**src/ffac_pkg.sv**
```systemverilog
// shared types, constants and codes for the first-fit allocator
`timescale 1ns / 1ps
`default_nettype none
package ffac_pkg;

  localparam int MEM_UNITS = 32;
  localparam int AW = $clog2(MEM_UNITS);
  localparam int CW = AW + 1;
  localparam int MAX_REQUEST = 15;
  localparam int MIN_REQUEST = 2;
  localparam int MAX_ID = 25;

  localparam logic [2:0] ST_PLACED    = 3'd0;
  localparam logic [2:0] ST_COMPACTED = 3'd1;
  localparam logic [2:0] ST_NO_SPACE  = 3'd2;
  localparam logic [2:0] ST_FREED     = 3'd3;
  localparam logic [2:0] ST_ABSENT    = 3'd4;
  localparam logic [2:0] ST_INVALID   = 3'd5;

  typedef struct packed {
    logic       operation;
    logic [4:0] process_id;
    logic [3:0] units;
  } in_item_t;

  typedef struct packed {
    logic [2:0] status;
    logic [4:0] start_unit;
    logic [5:0] largest_run;
    logic [5:0] free_total;
  } out_item_t;

  typedef struct packed {
    logic       load;
    logic       restart;
    logic       alloc_scan;
    logic       fill;
    logic       pack;
    logic       tail;
    logic       free_scan;
    logic       set_status;
    logic [2:0] status;
  } cmd_t;

  typedef struct packed {
    logic is_free_op;
    logic req_bad;
    logic id_bad;
    logic fit;
    logic scan_end;
    logic short_space;
    logic fill_end;
    logic tail_end;
    logic found;
  } sts_t;

endpackage
`default_nettype wire

```
**src/ffac_ctrl.sv**
```systemverilog
// controller state machine sequencing scan, fill, compaction and free passes
`timescale 1ns / 1ps
`default_nettype none
module ffac_ctrl (
  input  wire logic          clk,
  input  wire logic          rst_n,
  input  wire logic          start,
  input  wire ffac_pkg::sts_t sts,
  output ffac_pkg::cmd_t     cmd,
  output logic               busy,
  output logic               out_valid
);

  localparam logic [2:0] S_IDLE  = 3'd0;
  localparam logic [2:0] S_ASCAN = 3'd1;
  localparam logic [2:0] S_AFILL = 3'd2;
  localparam logic [2:0] S_CPACK = 3'd3;
  localparam logic [2:0] S_CTAIL = 3'd4;
  localparam logic [2:0] S_FSCAN = 3'd5;
  localparam logic [2:0] S_RESP  = 3'd6;

  logic [2:0] state_r;
  logic [2:0] state_nxt;

  always_ff @(posedge clk) begin
    if (!rst_n) begin
      state_r <= S_IDLE;
    end else begin
      state_r <= state_nxt;
    end
  end

  assign busy      = (state_r != S_IDLE);
  assign out_valid = (state_r == S_RESP);

  always_comb begin
    state_nxt      = state_r;
    cmd            = '0;
    cmd.alloc_scan = (state_r == S_ASCAN);
    cmd.fill       = (state_r == S_AFILL);
    cmd.pack       = (state_r == S_CPACK);
    cmd.tail       = (state_r == S_CTAIL);
    cmd.free_scan  = (state_r == S_FSCAN);
    case (state_r)
      S_IDLE: begin
        if (start) begin
          cmd.load = 1'b1;
          if (sts.is_free_op) begin
            if (sts.id_bad) begin
              cmd.set_status = 1'b1;
              cmd.status     = ffac_pkg::ST_ABSENT;
              state_nxt      = S_RESP;
            end else begin
              state_nxt = S_FSCAN;
            end
          end else if (sts.req_bad || sts.id_bad) begin
            cmd.set_status = 1'b1;
            cmd.status     = ffac_pkg::ST_INVALID;
            state_nxt      = S_RESP;
          end else begin
            state_nxt = S_ASCAN;
          end
        end
      end
      S_ASCAN: begin
        if (sts.fit) begin
          cmd.set_status = 1'b1;
          cmd.status     = ffac_pkg::ST_PLACED;
          state_nxt      = S_AFILL;
        end else if (sts.scan_end) begin
          if (sts.short_space) begin
            cmd.set_status = 1'b1;
            cmd.status     = ffac_pkg::ST_NO_SPACE;
            state_nxt      = S_RESP;
          end else begin
            cmd.restart = 1'b1;
            state_nxt   = S_CPACK;
          end
        end
      end
      S_AFILL: begin
        if (sts.fill_end) begin
          state_nxt = S_RESP;
        end
      end
      S_CPACK: begin
        if (sts.scan_end) begin
          cmd.set_status = 1'b1;
          cmd.status     = ffac_pkg::ST_COMPACTED;
          state_nxt      = S_CTAIL;
        end
      end
      S_CTAIL: begin
        if (sts.tail_end) begin
          state_nxt = S_RESP;
        end
      end
      S_FSCAN: begin
        if (sts.scan_end) begin
          cmd.set_status = 1'b1;
          cmd.status     = sts.found ? ffac_pkg::ST_FREED : ffac_pkg::ST_ABSENT;
          state_nxt      = S_RESP;
        end
      end
      S_RESP: begin
        state_nxt = S_IDLE;
      end
      default: begin
        state_nxt = S_IDLE;
      end
    endcase
  end

endmodule
`default_nettype wire

```
**src/ffac_dp.sv**
```systemverilog
// datapath: owner memory, scan counters, pointers and result registers
`timescale 1ns / 1ps
`default_nettype none
module ffac_dp (
  input  wire logic                clk,
  input  wire logic                rst_n,
  input  wire ffac_pkg::in_item_t  in_item,
  input  wire ffac_pkg::cmd_t      cmd,
  output ffac_pkg::sts_t           sts,
  output ffac_pkg::out_item_t      out_item
);

  localparam int AW = ffac_pkg::AW;
  localparam int CW = ffac_pkg::CW;
  localparam logic [AW-1:0] LAST_UNIT = AW'(ffac_pkg::MEM_UNITS - 1);

  logic [4:0]            mem_r [ffac_pkg::MEM_UNITS];
  logic [ffac_pkg::MEM_UNITS-1:0] valid_r;
  logic [4:0]            rd_data_r;
  logic                  rd_vld_r;

  ffac_pkg::in_item_t    item_r;
  logic [CW-1:0]         raddr_r;
  logic                  pv_r;
  logic [AW-1:0]         eaddr_r;
  logic [CW-1:0]         run_r;
  logic [CW-1:0]         total_r;
  logic [CW-1:0]         best_r;
  logic [AW-1:0]         fptr_r;
  logic [AW-1:0]         dst_r;
  logic [AW-1:0]         fcnt_r;
  logic                  found_r;
  logic [CW-1:0]         free_cnt_r;
  logic [2:0]            status_r;
  logic [AW-1:0]         start_r;
  logic [CW-1:0]         largest_r;

  logic [4:0]            code;
  logic [4:0]            rdata;
  logic                  is_free;
  logic [CW-1:0]         run_n;
  logic [CW-1:0]         total_n;
  logic [CW-1:0]         best_n;
  logic [CW-1:0]         req_w;
  logic                  last;
  logic                  scan_on;
  logic                  issue;
  logic                  match;
  logic [CW-1:0]         start_calc;
  logic                  tail_code;
  logic                  we;
  logic [AW-1:0]         waddr;
  logic [4:0]            wdata;

  assign code      = item_r.process_id + 5'd1;
  assign req_w     = CW'(item_r.units);
  assign rdata     = rd_vld_r ? rd_data_r : 5'd0;
  assign is_free   = (rdata == 5'd0);
  assign run_n     = run_r + CW'(is_free);
  assign total_n   = total_r + CW'(is_free);
  assign best_n    = (run_n > best_r) ? run_n : best_r;
  assign last      = pv_r && (eaddr_r == LAST_UNIT);
  assign scan_on   = cmd.alloc_scan || cmd.pack || cmd.free_scan;
  assign issue     = scan_on && !raddr_r[CW-1];
  assign match     = cmd.free_scan && pv_r && (rdata == code);
  assign start_calc = CW'(eaddr_r) + CW'(1) - run_n;
  assign tail_code = (CW'(fcnt_r) < req_w);

  always_comb begin
    sts.is_free_op  = in_item.operation;
    sts.req_bad     = (CW'(in_item.units) < CW'(ffac_pkg::MIN_REQUEST)) ||
                      (CW'(in_item.units) > CW'(ffac_pkg::MAX_REQUEST));
    sts.id_bad      = (in_item.process_id > 5'(ffac_pkg::MAX_ID));
    sts.fit         = cmd.alloc_scan && pv_r && (run_n >= req_w);
    sts.scan_end    = last;
    sts.short_space = (total_n < req_w);
    sts.fill_end    = (fcnt_r == AW'(req_w - CW'(1)));
    sts.tail_end    = (dst_r == LAST_UNIT);
    sts.found       = found_r || match;
  end

  always_comb begin
    we    = 1'b0;
    waddr = dst_r;
    wdata = 5'd0;
    if (cmd.fill) begin
      we    = 1'b1;
      waddr = fptr_r;
      wdata = code;
    end else if (cmd.pack) begin
      we    = pv_r && !is_free;
      waddr = dst_r;
      wdata = rdata;
    end else if (cmd.tail) begin
      we    = 1'b1;
      waddr = dst_r;
      wdata = tail_code ? code : 5'd0;
    end else if (cmd.free_scan) begin
      we    = match;
      waddr = eaddr_r;
      wdata = 5'd0;
    end
  end

  // owner memory, unwritten entries read as free
  always_ff @(posedge clk) begin
    if (we) begin
      mem_r[waddr] <= wdata;
    end
    if (issue) begin
      rd_data_r <= mem_r[raddr_r[AW-1:0]];
      rd_vld_r  <= valid_r[raddr_r[AW-1:0]];
    end
  end

  always_ff @(posedge clk) begin
    if (!rst_n) begin
      valid_r <= '0;
    end else if (we) begin
      valid_r[waddr] <= 1'b1;
    end
  end

  always_ff @(posedge clk) begin
    if (!rst_n) begin
      pv_r       <= 1'b0;
      free_cnt_r <= CW'(ffac_pkg::MEM_UNITS);
    end else begin
      if (cmd.load || cmd.restart) begin
        pv_r <= 1'b0;
      end else begin
        pv_r <= issue;
      end
      if (cmd.fill || (cmd.tail && tail_code)) begin
        free_cnt_r <= free_cnt_r - CW'(1);
      end else if (match) begin
        free_cnt_r <= free_cnt_r + CW'(1);
      end
    end
  end

  always_ff @(posedge clk) begin
    eaddr_r <= raddr_r[AW-1:0];
    if (cmd.load) begin
      item_r    <= in_item;
      raddr_r   <= '0;
      run_r     <= '0;
      total_r   <= '0;
      best_r    <= '0;
      dst_r     <= '0;
      fcnt_r    <= '0;
      found_r   <= 1'b0;
      start_r   <= '0;
      largest_r <= '0;
    end else if (cmd.restart) begin
      raddr_r <= '0;
    end else if (issue) begin
      raddr_r <= raddr_r + CW'(1);
    end

    if (cmd.alloc_scan && pv_r) begin
      total_r <= total_n;
      if (run_n >= req_w) begin
        fptr_r  <= start_calc[AW-1:0];
        start_r <= start_calc[AW-1:0];
      end else begin
        if (!is_free || last) begin
          best_r <= best_n;
          run_r  <= '0;
        end else begin
          run_r <= run_n;
        end
        if (last && !(total_n < req_w)) begin
          start_r   <= AW'(CW'(ffac_pkg::MEM_UNITS) - total_n);
          largest_r <= best_n;
        end
      end
    end

    if (cmd.fill) begin
      fptr_r <= fptr_r + AW'(1);
      fcnt_r <= fcnt_r + AW'(1);
    end

    if (cmd.pack && pv_r && !is_free) begin
      dst_r <= dst_r + AW'(1);
    end

    if (cmd.tail) begin
      dst_r  <= dst_r + AW'(1);
      fcnt_r <= fcnt_r + AW'(1);
    end

    if (match) begin
      found_r <= 1'b1;
    end

    if (cmd.set_status) begin
      status_r <= cmd.status;
    end
  end

  always_comb begin
    out_item.status      = status_r;
    out_item.start_unit  = start_r;
    out_item.largest_run = largest_r;
    out_item.free_total  = free_cnt_r;
  end

endmodule
`default_nettype wire

```
**src/first_fit_allocator_compaction.sv**
```systemverilog
// top level of the first-fit contiguous allocator with compaction
// Usage:
//   An item (operation, process_id, units) is taken on a rising edge with
//   start high and busy low. busy stays high until the result has gone out.
//   The result (status, start_unit, largest_run, free_total) is shown on
//   out_item for exactly one cycle, marked by out_valid; the receiver cannot
//   stall, so it must take the item in that cycle.
// Sequence (set by the sweep over the 32-entry owner memory, one unit read
// per cycle, the read data registered):
//   invalid request or free of an unknown id: straight to the result
//   free: a full sweep that clears the id's units, then the result
//   allocate placed: a sweep up to the first fitting run, then the fill of
//   the units, then the result
//   allocate no space: a full sweep, then the result
//   allocate with compaction: a full sweep, a packing sweep, then a tail
//   pass that places the item behind the packed units, then the result
// Reset: synchronous, active low; every unit reads as free afterwards at
// once, no clearing sweep is needed.
`timescale 1ns / 1ps
`default_nettype none
module first_fit_allocator_compaction (
  input  wire logic                clk,
  input  wire logic                rst_n,
  input  wire logic                start,
  input  wire ffac_pkg::in_item_t  in_item,
  output logic                     busy,
  output logic                     out_valid,
  output ffac_pkg::out_item_t      out_item
);

  ffac_pkg::cmd_t cmd;
  ffac_pkg::sts_t sts;

  ffac_ctrl u_ctrl (
    .clk       (clk),
    .rst_n     (rst_n),
    .start     (start),
    .sts       (sts),
    .cmd       (cmd),
    .busy      (busy),
    .out_valid (out_valid)
  );

  ffac_dp u_dp (
    .clk      (clk),
    .rst_n    (rst_n),
    .in_item  (in_item),
    .cmd      (cmd),
    .sts      (sts),
    .out_item (out_item)
  );

endmodule
`default_nettype wire
```
**config.mk**
```make
export PLATFORM = sky130hd
export DESIGN_NAME = first_fit_allocator_compaction
export DESIGN_NICKNAME = d
export VERILOG_FILES = /design/src/ffac_pkg.sv /design/src/ffac_ctrl.sv /design/src/ffac_dp.sv /design/src/first_fit_allocator_compaction.sv
export SDC_FILE = /design/constraint.sdc
export NUM_CORES = 1
export LEC_CHECK = 0
export BUFFER_PORTS_ARGS = -buffer_cell sky130_fd_sc_hd__buf_2
export CELL_PAD_IN_SITES_DETAIL_PLACEMENT = 1
export CELL_PAD_IN_SITES_GLOBAL_PLACEMENT = 1
export CORE_MARGIN = 1
export CORE_UTILIZATION = 30
export CTS_BUF_LIST = sky130_fd_sc_hd__clkbuf_2
export CTS_CLUSTER_SIZE = 10
export DETAILED_ROUTE_END_ITERATION = 10
export PLACE_DENSITY_LB_ADDON = 0.1
export SYNTH_ARGS = -nofsm -noshare
export SYNTH_HDL_FRONTEND = slang
export SYNTH_SLANG_ARGS = --single-unit
```
**constraint.sdc**
```tcl
create_clock -name clk -period 4.35 [get_ports clk]
set_clock_uncertainty 0.05 [all_clocks]
set_input_delay 1.0875 -clock clk [delete_from_list [all_inputs] [get_ports clk]]
set_output_delay 1.0875 -clock clk [all_outputs]
set_load 0.005 [all_outputs]
```
# [Word level (Yosys, flattened, before mapping)]
# Memory sizes are Yosys's and may differ from the RTL's. A register that Yosys moved wholly into a read port is not among the register bits.
# Index checks and enable logic that the tools add are counted.
[word_totals] register_bits=111 mem_bits_rw=160 in_bits=13 wordCells=172 n_memories=1
[op_classes] addsub=13 order_cmp=9 n_eq_ne=16 n_mux=77 n_bitwise=2 n_reduce_logical=35
[mem_list] memory="u_dp.mem_r" words=32 word_bits=5 read_ports=1 rd_ports_with_merged_regs=1 write_ports=1 line_no="ffac_dp.sv:17" text="logic [4:0] mem_r [ffac_pkg::MEM_UNITS];"
[ops] operator="$mux W5" n=21
[ops] operator="$mux W6" n=17
[ops] operator="$mux W4" n=9
[ops] operator="$mux W3" n=11
[ops] operator="$or A32 B32 Y32" n=1
[ops] operator="$add A5 B1 Y5 const B" n=5
[ops] operator="$pmux W3 S6" n=1
[ops] operator="$pmux W4 S4" n=1
[ops] operator="$mux W1" n=14
[ops] operator="$add A6 B1 Y6" n=2
[ops] operator="$add A6 B1 Y6 const B" n=2
[ops] operator="$logic_and A1 B1 Y1" n=12
[ops] operator="$lt A5 B6 Y1 const B" n=2
[ops] operator="$eq A5 B5 Y1" n=2
[ops] operator="$eq A5 B5 Y1 const B" n=2
[ops] operator="$ne A2 B2 Y1 const B" n=5
[ops] operator="$eq A3 B3 Y1 const B" n=3
[ops] operator="$reduce_bool A3 Y1" n=3
[ops] operator="$reduce_bool A2 Y1" n=4
[ops] operator="$logic_or A1 B1 Y1" n=7
[ops] operator="$eq A3 B2 Y1 const B" n=2
[ops] operator="$ge A6 B4 Y1" n=1
[ops] operator="$gt A6 B6 Y1" n=1
[ops] operator="$lt A6 B4 Y1" n=1
[ops] operator="20 further kinds" n=23

# [Depth between registers and ports, before layout]
[depth] ltp_word=10 ltp_mapped=14 ltp_nobuf=14

# [Cells and area by module]
# From an unflattened synthesis, not the netlist that was laid out.
[unflattened] hier_cells=913 area_unflattened_um2=12620.9
[modules_own_cells] module="ffac_dp" n_inst=1 cells_each=857 area_per_inst_um2=12216.7 seq_area_each_um2=7457.2
[modules_own_cells] module="ffac_ctrl" n_inst=1 cells_each=56 area_per_inst_um2=404.1 seq_area_each_um2=60.1

# [Worst setup path after synthesis]
# No wires, ideal clock.
[synth_path] kind="register to register" start="reg u_dp.rd_data_r[0], read port of u_dp.mem_r" end="reg u_dp.start_r[4]" setup_ns=0.091 arrival_time_ns=3.488 required_time_ns=4.209 setup_slack_ns=0.721 stages_incl_launch_ff=15 n_path_buf=0 path_cell_list="edfxtp_1 or4_4 o21ai_4 ha_1 ha_1 xor2_1 inv_1 ha_1 ha_1 a21o_1 a21oi_1 xnor2_1 xnor2_1 a22o_1 a311oi_1"
[synth_between] elab_chain_len=9
[synth_rtl] item="from (decl)" line_no="ffac_dp.sv:19" text="logic [4:0] rd_data_r;"
[synth_rtl] item="$mux W5 (*)" line_no="ffac_dp.sv:57" text="assign rdata = rd_vld_r ? rd_data_r : 5'd0;"
[synth_rtl] item="$logic_not A5 Y1 (*)" line_no="ffac_dp.sv:58" text="assign is_free = (rdata == 5'd0);"
[synth_rtl] item="$add A6 B1 Y6" line_no="ffac_dp.sv:60" text="assign total_n = total_r + CW'(is_free);"
[synth_rtl] item="$lt A6 B4 Y1" line_no="ffac_dp.sv:173" text="if (last && !(total_n < req_w)) begin"
[synth_rtl] item="$logic_not A1 Y1" line_no="ffac_dp.sv:173"
[synth_rtl] item="$logic_and A1 B1 Y1" line_no="ffac_dp.sv:173"
[synth_rtl] item="$mux W5" line_no="ffac_dp.sv:173"
[synth_rtl] item="$mux W5 (*)" line_no="ffac_dp.sv:163" text="if (run_n >= req_w) begin"
[synth_rtl] item="$mux W5 (*)" line_no="ffac_dp.sv:161" text="if (cmd.alloc_scan && pv_r) begin"
[synth_rtl] item="to (signal assigned)" line_no="ffac_dp.sv:165" text="start_r <= start_calc[AW-1:0];"
[synth_rtl] item="to (signal assigned)" line_no="ffac_dp.sv:174" text="start_r <= AW'(CW'(ffac_pkg::MEM_UNITS) - total_n);"
[synth_rtl] item="to (decl)" line_no="ffac_dp.sv:35" text="logic [AW-1:0] start_r;"
# Mark *: on every way between the ends. The rest lies on a longest branch, timed or not.
# A chain may end at the register's enable or synchronous reset.

# [Worst setup path after layout]
[layout_path] start="reg u_dp.rd_data_r[1], read port of u_dp.mem_r" end="reg u_dp.start_r[4]"
# Same word-level chain as after synthesis.

==> impl_metrics.toml <==
[global_routing]
grt_pass1_vias = 8871
grt_pass1_wl_um = 54280
antenna_found_initial = 2
track_usage = 0.1686
grt.overflow.total = 0
grt_max_degree = 53

[floorplanning]
fp.dieW_um = 207.6
coreArea_um2 = 41290
dieArea_um2 = 43100
io_pins = 35
row_count = 74
start_util = 0.3071
chipHeight_um = 207.6

[setup_path]
crit_slowest_cell = "or4_4"
arrival_ns = 4.92
timing.rr.start = "u_dp.rd_data_r[1]"
r2r_setup_slack_ns = 0.26
timing.rr.end = "u_dp.start_r[4]"
slowest_delay_ns = 0.56
cpMostUsedCell = "ha_1"
critPathBufInv = 1
crit_type = "flip-flop to flip-flop"
crit_fanout = 5
worst-path-stages = 14
endpoint = "u_dp.start_r[4]"
critPathTopFamily = "adder cells"
cp-end-kind = "flip-flop"
required_ns = 5.17
path_cells = "or4_4 > o21ai_4 > ha_1 > ha_1 > xor2_1 > inv_1 > ha_1 > ha_1 > a21o_1 > a21oi_1 > xnor2_1 > xnor2_1 > a22o_1 > a311oi_1"
cp-startpoint = "u_dp.rd_data_r[1]"
startpoint_type = "flip-flop"
worstRegToRegCells = 14

[cells_and_area]
fin_cells = 1660
fin_nets = 1118
multi_input_area_um2 = 4841
drive_gt1_frac = 0.2843
seq_area_um2 = 7525
fillCellCount = 4460
syn_to_final_growth_pct = 15.03

[clock_network]
clockRootBuffer = "clkbuf_2"
hold_buffers = 0
cts_buffer_depth = 3
cts_buffers = 81
htreeDepth = 3
worstSkewPairLatency_ns = 1.02
cts.sinks = 276
path_clk_slew_ns = 0.11
cts_tree = "built"
post_cts_buffers = 0

[detailed_routing]
wl_um = 35580
wire_per_inst_um = 21.43
ant_nets = 0
drt-initial-drc-count = 406
dr.pass1.iters = 4
viasPerCell = 5.095
drc_errors = 0
vias = 8457

[power]
ir_drop_uv = 249.3
p_per_area_nw_per_um2 = 587.6
p_leak_nw = 5.282

[synthesis]
synth_async_sr_flop_share = 0
ys.warnings.count = 0
synth_top_area_frac = 0.4712
synth.distinct_cells = 71
synthTopCellsByCount = "edfxtp_1, dfxtp_1, nor2_1"
synth_area_leader_cell = "edfxtp_1"
ys.flop_type = "edfxtp_1"
syn_inst = 923
synth_seq_area_share = 0.5928
synth_area_leaders = "edfxtp_1, dfxtp_1, mux4_2"
netlist_area_um2 = 12680
syn_nets = 978
synth_edf_count = 199
yosysMostFrequentCell = "edfxtp_1"
ys_ff_latch = 276
syn_avg_cell_area_um2 = 13.74

[place]
hpwl_um = 23960
gp_congestion = 0.7611
place_inst = 1512
port_buffers = 34

[sta]
min_period_over_period = 0.9406
clock.fmax_mhz = 244.4
fin_crit_ns = 4.092
rsz0062_at_grt = "no"
slew_violations = 0
slew_headroom = 0.2393
setup_violations = 0
finalHoldViolCount = 0
setup_tns_ns = 0
max_slew.worst_pin.slew_ns = 1.141

[status]
outcome = "finished, final reports clean"

[job]
max-cap-violations = 0

[worst_hold_path]
hp-class = "input pin to flip-flop"
hp-start = "in_item[1]"
[through the flow]
step / util / area (um^2) / setup WS, ns / total power, mW / hold slack, ns
final: 0.3532 / 14590 / 0.2584 / 8.572 / 0.2220
after global routing: 0.3532 / 14590 / 0.008067 / 9.131 / 0.04742
after CTS: 0.3526 / 14560 / 0.07575 / 8.742 / 0.07170
after detailed placement: 0.3351 / 13840 / 0.1666 / 6.703 / 0.3981
after global placement: 0.3351 / 13840 / 0.3436 / 6.682 / 0.3920
after floorplan: - / 12680 / 0.7212 / 5.489 / 0.2790
[area by class of cell]
| class | instances | area share |
|---|---|---|
| antenna | 6 | 0.001029 |
| clock buffer | 125 | 0.04289 |
| clock inverter | 17 | 0.006776 |
| inverter | 38 | 0.009779 |
| multi-input combinational | 565 | 0.3319 |
| sequential | 276 | 0.5159 |
| tap | 532 | 0.04563 |
| timing repair buffer | 101 | 0.04615 |
[what timing repair did]
item	4_1_cts	5_1_grt
endpoints found under the setup margin	0	8
resized for setup	0	2
hold endpoints to repair	0	0
[worst min-delay path by stage]
| stage | cells past startpoint | endpoint | slack [ns] |
|---|---|---|---|
| 2_1_floorplan | 0 | u_dp.eaddr_r[2] | 0.28 |
| 5_1_grt | 1 | u_dp.item_r[2] | 0.05 |
| 3_5_place_dp | 1 | u_dp.pv_r | 0.40 |
| 6_report | 1 | u_dp.item_r[1] | 0.22 |
| 4_1_cts | 1 | u_dp.item_r[2] | 0.07 |
| 3_3_place_gp | 1 | u_dp.valid_r[19] | 0.39 |
[layer usage]
layer / vias up / part of all wire / GRT usage
met2: 164 / 0.46 / 0.2653
met4: 0 / 0.024 / 0.06845
li1: 3932 / - / -
met1: 4299 / 0.47 / 0.2225
met3: 62 / 0.042 / 0.04115
met5: - / 0 / 0
[report_power, final]
group | total (mW) | switching (mW) | internal [mW]
clock network | 1.97 | 1.16 | 0.812
registers | 3.70 | 0.405 | 3.30
logic | 2.90 | 1.78 | 1.12
[cell families (layout without fill, tap and decap cells)]
family,after synthesis,after routing,synth area share
flip-flops,276,276,0.5928
AND/OR/NAND/NOR,249,249,0.09403
AO/OA/AOI/OAI,155,155,0.09236
buffers and inverters,82,281,0.02822
multiplexers,79,79,0.1223
adder cells (fa/ha/maj),42,42,0.04262
XOR/XNOR,40,40,0.02763
other,0,6,0
[sequential cells by signal, indices dropped and copies added (netlist names)]
register,flops
u_ctrl.state_r,3
u_dp.rd_vld_r,1
u_dp.free_cnt_r,6
u_dp.pv_r,1
u_dp.valid_r,32
u_dp.dst_r,5
u_dp.fcnt_r,5
u_dp.eaddr_r,5
u_dp.start_r,5
u_dp.best_r,6
u_dp.largest_r,6
u_dp.run_r,6
u_dp.item_r,9
u_dp.rd_data_r,5
u_dp.total_r,6
u_dp.fptr_r,5
u_dp.found_r,1
u_dp.status_r,3
u_dp.raddr_r,6
u_dp.mem_r,160
[cell usage in the layout, fill, tap and decap left out, drive strengths merged, types with 19 or more instances in the layout]
master  count
buf       101
nor2       64
dfxtp      77
xnor2      21
edfxtp    199
o21ai      42
mux4       60
nor3       39
inv        38
nand2      56
nand3      34
a32o       32
ha         40
clkbuf    125
xor2       19
Note: power is estimated with default switching activity, not from simulation.
